==> src/sv/mqlf_pkg.sv <==
// ----------------------------------------------------------------------------
// mqlf_pkg
// Shared sizes, codes and types of the multi-queue linked fifo.
// ----------------------------------------------------------------------------
package mqlf_pkg;

  localparam int NUM_QUEUES = 8;
  localparam int POOL_DEPTH = 256;
  localparam int DATA_WIDTH = 64;

  // port widths
  localparam int IO_DATA_W = 64;
  localparam int QID_W     = 3;
  localparam int ACTQ_W    = 4;
  localparam int PADDR_W   = 3;
  localparam int PDATA_W   = 32;

  localparam int PTR_W = (POOL_DEPTH > 1) ? $clog2(POOL_DEPTH) : 1;
  localparam int CNT_W = PTR_W + 1;
  localparam int QSEL_W = (NUM_QUEUES > 1) ? $clog2(NUM_QUEUES) : 1;

  // register map
  localparam logic REG_ACTIVE_QUEUES = 1'b0;
  localparam logic [ACTQ_W-1:0] ACTIVE_QUEUES_RST = ACTQ_W'(8);

  // input command field
  localparam logic CMD_ENQ = 1'b0;
  localparam logic CMD_DEQ = 1'b1;

  // classified operations
  localparam logic [1:0] OP_ENQ  = 2'd0;
  localparam logic [1:0] OP_DEQ  = 2'd1;
  localparam logic [1:0] OP_BADQ = 2'd2;

  // result status
  localparam logic [1:0] ST_OK    = 2'd0;
  localparam logic [1:0] ST_EMPTY = 2'd1;
  localparam logic [1:0] ST_FULL  = 2'd2;
  localparam logic [1:0] ST_BADQ  = 2'd3;

  typedef struct packed {
    logic [1:0]            op;
    logic [QSEL_W-1:0]     qid;
    logic [DATA_WIDTH-1:0] data;
  } cmd_t;

  // front to back hand-off
  typedef struct packed {
    logic valid;
    cmd_t cmd;
  } back_req_t;

endpackage

==> src/sv/mqlf_front.sv <==
// ----------------------------------------------------------------------------
// mqlf_front
// Accepts input transactions, checks the queue number and holds classified
// commands in a two-entry queue for the execution engine.
// ----------------------------------------------------------------------------
module mqlf_front (
  input  logic                                clk,
  input  logic                                rst_n,
  input  logic                                in_valid,
  output logic                                in_ready,
  input  logic                                in_command,
  input  logic [mqlf_pkg::QID_W-1:0]          in_queue_id,
  input  logic [mqlf_pkg::IO_DATA_W-1:0]      in_data_in,
  input  logic [mqlf_pkg::ACTQ_W-1:0]         active_queues,
  output mqlf_pkg::back_req_t                 req,
  input  logic                                pop
);

  mqlf_pkg::cmd_t   slot_r [2];
  logic             wr_ptr_r, wr_ptr_nxt;
  logic             rd_ptr_r, rd_ptr_nxt;
  logic [1:0]       count_r, count_nxt;
  mqlf_pkg::cmd_t   cmd_in;
  logic             push;
  logic             q_ok;

  // queue number must be below both the active count and the build size
  assign q_ok = (mqlf_pkg::ACTQ_W'(in_queue_id) < active_queues) &&
                (7'(in_queue_id) < 7'(mqlf_pkg::NUM_QUEUES));

  always_comb begin
    cmd_in.qid  = mqlf_pkg::QSEL_W'(in_queue_id);
    cmd_in.data = in_data_in[mqlf_pkg::DATA_WIDTH-1:0];
    if (!q_ok) begin
      cmd_in.op = mqlf_pkg::OP_BADQ;
    end else if (in_command == mqlf_pkg::CMD_DEQ) begin
      cmd_in.op = mqlf_pkg::OP_DEQ;
    end else begin
      cmd_in.op = mqlf_pkg::OP_ENQ;
    end
  end

  assign in_ready  = (count_r != 2'd2);
  assign push      = in_valid && in_ready;
  assign req.valid = (count_r != 2'd0);
  assign req.cmd   = slot_r[rd_ptr_r];

  always_comb begin
    wr_ptr_nxt = push ? ~wr_ptr_r : wr_ptr_r;
    rd_ptr_nxt = pop ? ~rd_ptr_r : rd_ptr_r;
    count_nxt  = count_r + 2'(push) - 2'(pop);
  end

  always_ff @(posedge clk) begin
    if (!rst_n) begin
      wr_ptr_r <= 1'b0;
      rd_ptr_r <= 1'b0;
      count_r  <= 2'd0;
    end else begin
      wr_ptr_r <= wr_ptr_nxt;
      rd_ptr_r <= rd_ptr_nxt;
      count_r  <= count_nxt;
    end
  end

  always_ff @(posedge clk) begin
    if (push) begin
      slot_r[wr_ptr_r] <= cmd_in;
    end
  end

endmodule

==> config.mk <==
export PLATFORM = sky130hd
export DESIGN_NAME = mqlf_front
export DESIGN_NICKNAME = d
export VERILOG_FILES = /design/src/sv/mqlf_pkg.sv /design/src/sv/mqlf_front.sv
export SDC_FILE = /design/constraint.sdc
export NUM_CORES = 1
export LEC_CHECK = 0
export BUFFER_PORTS_ARGS = -buffer_cell sky130_fd_sc_hd__buf_2
export CORE_ASPECT_RATIO = 0.8
export CORE_MARGIN = 4
export CORE_UTILIZATION = 45
export CTS_CLUSTER_SIZE = 25
export DETAILED_ROUTE_END_ITERATION = 8
export HOLD_SLACK_MARGIN = 0.06
export PLACE_DENSITY_LB_ADDON = 0.25
export SETUP_SLACK_MARGIN = 0.1
export SYNTH_ARGS = -nofsm -noshare
export SYNTH_HDL_FRONTEND = slang
export SYNTH_SLANG_ARGS = --single-unit
==> constraint.sdc <==
create_clock -name clk -period 3.8 [get_ports clk]
set_input_delay 0.19 -clock clk [delete_from_list [all_inputs] [get_ports clk]]
set_output_delay 0.19 -clock clk [all_outputs]
set_load 0.005 [all_outputs]
# After elaboration in Yosys (flattened, before gate mapping)
# Memories as Yosys holds them, arrays and structs flattened. A register that Yosys moved wholly into a read port is not among the register bits.
# Index checks and enable logic that the tools add are counted.
[totals]
regBits = 4
latchBits = 0
ramBits = 138
romBits = 0
output_inout_bits = 71
word_cells = 18
memories = 1
[op_classes]
n_addsub = 2
n_mul = 0
div = 0
order_cmp = 1
n_eq_ne = 1
n_shift = 0
n_mux = 6
bitwise_logic = 2
n_reduce_logical = 2
[mem_list]
columns = ["memory", "words", "width", "read_ports", "rd_ports_with_merged_regs", "wr", "line", "text"]
rows = [
  ["slot_r", 2, 69, 1, 1, 1, "mqlf_front.sv:19", "mqlf_pkg::cmd_t slot_r [2];"],
]
[op_table]
columns = ["cell", "count"]
rows = [
  ["$mux W1", 5],
  ["$lt A3 B4 Y1", 1],
  ["$add A2 B1 Y2", 1],
  ["$mux W2", 1],
  ["$ne A2 B2 Y1 const B", 1],
  ["$not A1 Y1", 2],
  ["$reduce_bool A2 Y1", 1],
  ["$sub A2 B1 Y2", 1],
  ["$logic_and A1 B1 Y1", 1],
]

# Longest topological paths before layout
[logic_depth]
word_depth = 4
mapped_depth = 7

# Worst setup path after synthesis
# Ideal clock, no wire load.
[synth_path]
kind = "register to register"
start = "register count_r[0]"
end = "memory slot_r[1][0] in the netlist's numbering, enable pin"
setup_ns = 0.435
arrival_ns = 2.242
path_slack_ns = 1.123
path_stages_with_launch = 3
cell_sequence = "dfxtp_1 > nand2b_1 > and3_1"
[synth_via]
elab_chain_cells = 4
[synth_rtl]
columns = ["item", "line", "text"]
rows = [
  ["start: declaration", "mqlf_front.sv:22", "logic [1:0] count_r, count_nxt;"],
  ["start signal: assignment", "mqlf_front.sv:62", "count_r <= count_nxt;"],
  ["$ne A2 B2 Y1", "mqlf_front.sv:43", "assign in_ready = (count_r != 2'd2);"],
  ["net in_ready", "mqlf_front.sv:10", "output logic in_ready,"],
  ["$logic_and A1 B1 Y1", "mqlf_front.sv:44", "assign push = in_valid && in_ready;"],
  ["$mux W1", "mqlf_front.sv:67", "if (push) begin"],
  ["$mux W1 (implied by the code)", "mqlf_front.sv:68", "slot_r[wr_ptr_r] <= cmd_in;"],
  ["end: declaration", "mqlf_front.sv:19", ""],
]
# The timed path passes the listed nets, and every way through them passes these cells.

==> summary.md <==
| Metric | Value |
|---|---|
| Status | completed |
| R2r setup slk | 1.77 ns |
| RSZ-0062 raised after global routing | no |
| Fraction of registers with async set/reset | 0% |
| Die height | 106 um |
| CP Data Required Time | 3.61 ns |
| DP Area | 6230 um2 |
| Skew-Pair Late Insertion Delay | 0.41 ns |
| Routed WL | 10300 um |
| IO Port Bufs | 146 |
| Int Pwr | 0.00310 W |
| Initial antenna violation count | 0 |
| Cells after Synth | 252 |
| Period minus WS final | 2.20 ns |
| Post-synth top area share | 77.4% |
| Post-Syn Area per Cell | 21.2 um2 |
| CP Capture Type | output port |
| Reg2reg path depth | 4 |
| DR WL/cell | 16.1 um |
| Stages on worst setup path | 2 |
| Synth Warn # | 0 |
| Global-route wire length before repair | 16000 um |
| Switching fraction of total power | 21.5% |
| Total die area | 13700 um2 |
| MaxCap Viol Count | 0 |
| Sequential area share after synthesis | 79.3% |
| Synth Flop Type | edfxtp_1 |
| Worst-path clk slew | 0.05 ns |
| CP max stage delay | 1.01 ns |
| Buf/Inv on CP | 1 |
| Biggest area consumer among synthesized cells | edfxtp_1 |
| Core Region | 11600 um2 |
| R2R Path Start | count_r[0] |
| Min-Delay Path Class | input pin to flip-flop |
| Tightest Pin Transition | 1.00 ns |
| Met1 Wirelength | 4400 um |
| Final core utilization | 64.4% |
| Fill count | 834 |
| Starting DRT DRC Count | 176 |
| Post-route ant nets | 0 |
| Reg power frac | 49.4% |
| Critical Path Slowest Stage Cell | dfxtp_4 |
| Largest net degree at the start of global routing | 70 |
| Hold Vio Cnt, Final | 0 |
| NetSw | 0.000849 W |
| Slew headroom | 33.3% |
| Synth cell types | 28 |
| Pre-CTS setup slack | 1.71 ns |
| Logic pwr share | 11.8% |
| Clock share of power | 38.8% |
| FF-to-FF End | slot_r[0][17] |
| DR top layer | met4 |
| Initial Util | 46.3% |
| CP cell instances | mux2_2 -> buf_2 |
| Met2 Routed Length | 5110 um |
| Syn nets | 331 |
| Routed met3 length | 705 um |
| Clk sinks | 143 |
| GRT Overall Usage | 15.5% |
| Final worst slack | 1.60 ns |
| Crit share post-route | 57.8% |
| Overall power consumption | 0.00395 W |
| Most frequent cell after synthesis | edfxtp_1 |
| Post-Syn Area | 5350 um2 |
| H-Tree Level Count | 4 |
| Final Setup Violations | 0 |
| Die X | 130 um |
| Hold path start | rst_n |
| Via density per instance | 4.72 |
| Critical Path End | req[57] |
| Pleak | 2.87 nW |
| Clock buffer depth | 2 |
| Grt ovf | 0 |
| Design area | 7450 um2 |
| Peak VDD IR | 490 uV |
| Vias | 3005 |
| DRC | 0 |
| Final Max Tran Viols | 0 |
| Placer congestion estimate | 0.706 |
| Root Driver | clkbuf_16 |
| Post-CTS Setup Bufs | 0 |
| Setup_tns | 0 ns |
| Startpoint type of the worst setup path | flip-flop |
| Area contributors post-synth | edfxtp_1 (77%), mux2_2 (12%), mux2_4 (2.8%), dfxtp_1 (1.9%), ha_1 (0.70%) |
| Largest delay share family, worst path | flip-flops |
| CP Class | flip-flop to output port |
| IO Pins | 147 |
| Drt pass-1 iters | 5 |
| Critical-path maximum fanout | 69 |
| Post-synth top cells | edfxtp_1 (138), mux2_2 (59), mux2_4 (10) |
| DP Wirelength | 6120 um |
| EDFF count, synth | 138 |
| F_max | 456 MHz |
| Nets | 557 |
| TritonCTS clock tree | yes |
| Antenna cells | 0 |
| PD cells | 531 nW/um2 |
| Flops & latches, synth | 143 |
| Crit path DAT | 2.01 ns |
| Total CTS buffers | 17 |
| Share of layout cells above drive strength 1 | 50.7% |
| Number of global-route vias before repair | 3215 |
| # rows | 35 |
| Clk_skew | 0.00867 ns |
| Syn-to-layout area delta | 39.2% |
metrics by stage:
step / cells / hold slack (ns)
3_5_place_dp: 540 / 0.381
4_1_cts: 637 / 0.0781
5_1_grt: 637 / 0.0852
2_1_floorplan: 252 / 0.289
6_report: 637 / 0.0969
3_3_place_gp: 540 / 0.378
layout make-up:
cell class	instances	area (um2)	share of cell area (%)
well taps	148	185	2.49
flip-flops and latches	143	4250	57.0
clock inverters	13	123	1.65
multi-input cells	97	1030	13.9
inverters	4	15.0	0.202
clock buffers	17	425	5.71
repair buffers	215	1420	19.0
metal layers:
layer  up-vias  GRT usage, %
met2       120          25.5
met4         0          4.23
met5         -             0
met1      1431          19.6
met3         6          5.37
li1       1448             -
power by group through the flow:
stage	Sequential, W	Clock [W]	Combinational (W)
5_1_grt	0.00197	0.00165	0.000514
3_5_place_dp	0.00199	0	0.000420
4_1_cts	0.00195	0.00156	0.000477
3_3_place_gp	0.00198	0	0.000416
2_1_floorplan	0.00195	0	0.000251
6_report	0.00195	0.00153	0.000468
worst register-to-register path, stage by stage (launching register included):
cell	delay [ns]
dfxtp_1	0.38
nand2b_1	0.22
nand3b_1	0.13
inv_2	0.52
buf_4	0.44
sequential cells by signal (all words and copies together) (netlist names), named ones only:
register,cells
rd_ptr_r,1
slot_r,138
wr_ptr_r,1
count_r,2
how the worst min path moves through the flow:
stage                                to  slack (ns)  cells after the start
final                        count_r[0]         0.1                      2
after global routing         count_r[1]        0.09                      2
after CTS                    count_r[0]        0.08                      2
after detailed placement  slot_r[0][48]        0.38                      1
after global placement    slot_r[0][54]        0.38                      1
after floorplan            slot_r[0][0]        0.29                      0
timing repair:
item                      in CTS  in global routing
hold endpoints to repair     134                  0
resized for setup              0                  0
hold buffers                  67                  0
cell usage in the layout (no fill, tap or decap), types with 2 or more instances in the layout:
master         count
buf_2            146
edfxtp_1         138
dlygate4sd3_1     67
mux2_2            59
clkbuf_16         17
mux2_4            10
clkinv_1           5
dfxtp_1            4
inv_1              3
and2_1             3
ha_1               3
nand2b_1           2
a211oi_1           2
nand2_1            2
nand3b_1           2
bufinv_16          2
clkinv_2           2
inv_6              2
buf_4              2
cell families (layout without fill, tap and decap cells):
logic type               Yosys count  in the layout  share of synthesized area (%)
buffers and inverters             12            249                           1.45
AO/OA/AOI/OAI                      7              7                           1.15
AND/OR/NAND/NOR                   15             15                           1.66
flip-flops                       143            143                           79.3
adder cells (fa/ha/maj)            3              3                          0.702
multiplexers                      70             70                           15.4
XOR/XNOR                           2              2                          0.327
No activity file was read; power rests on OpenSTA's default activity.
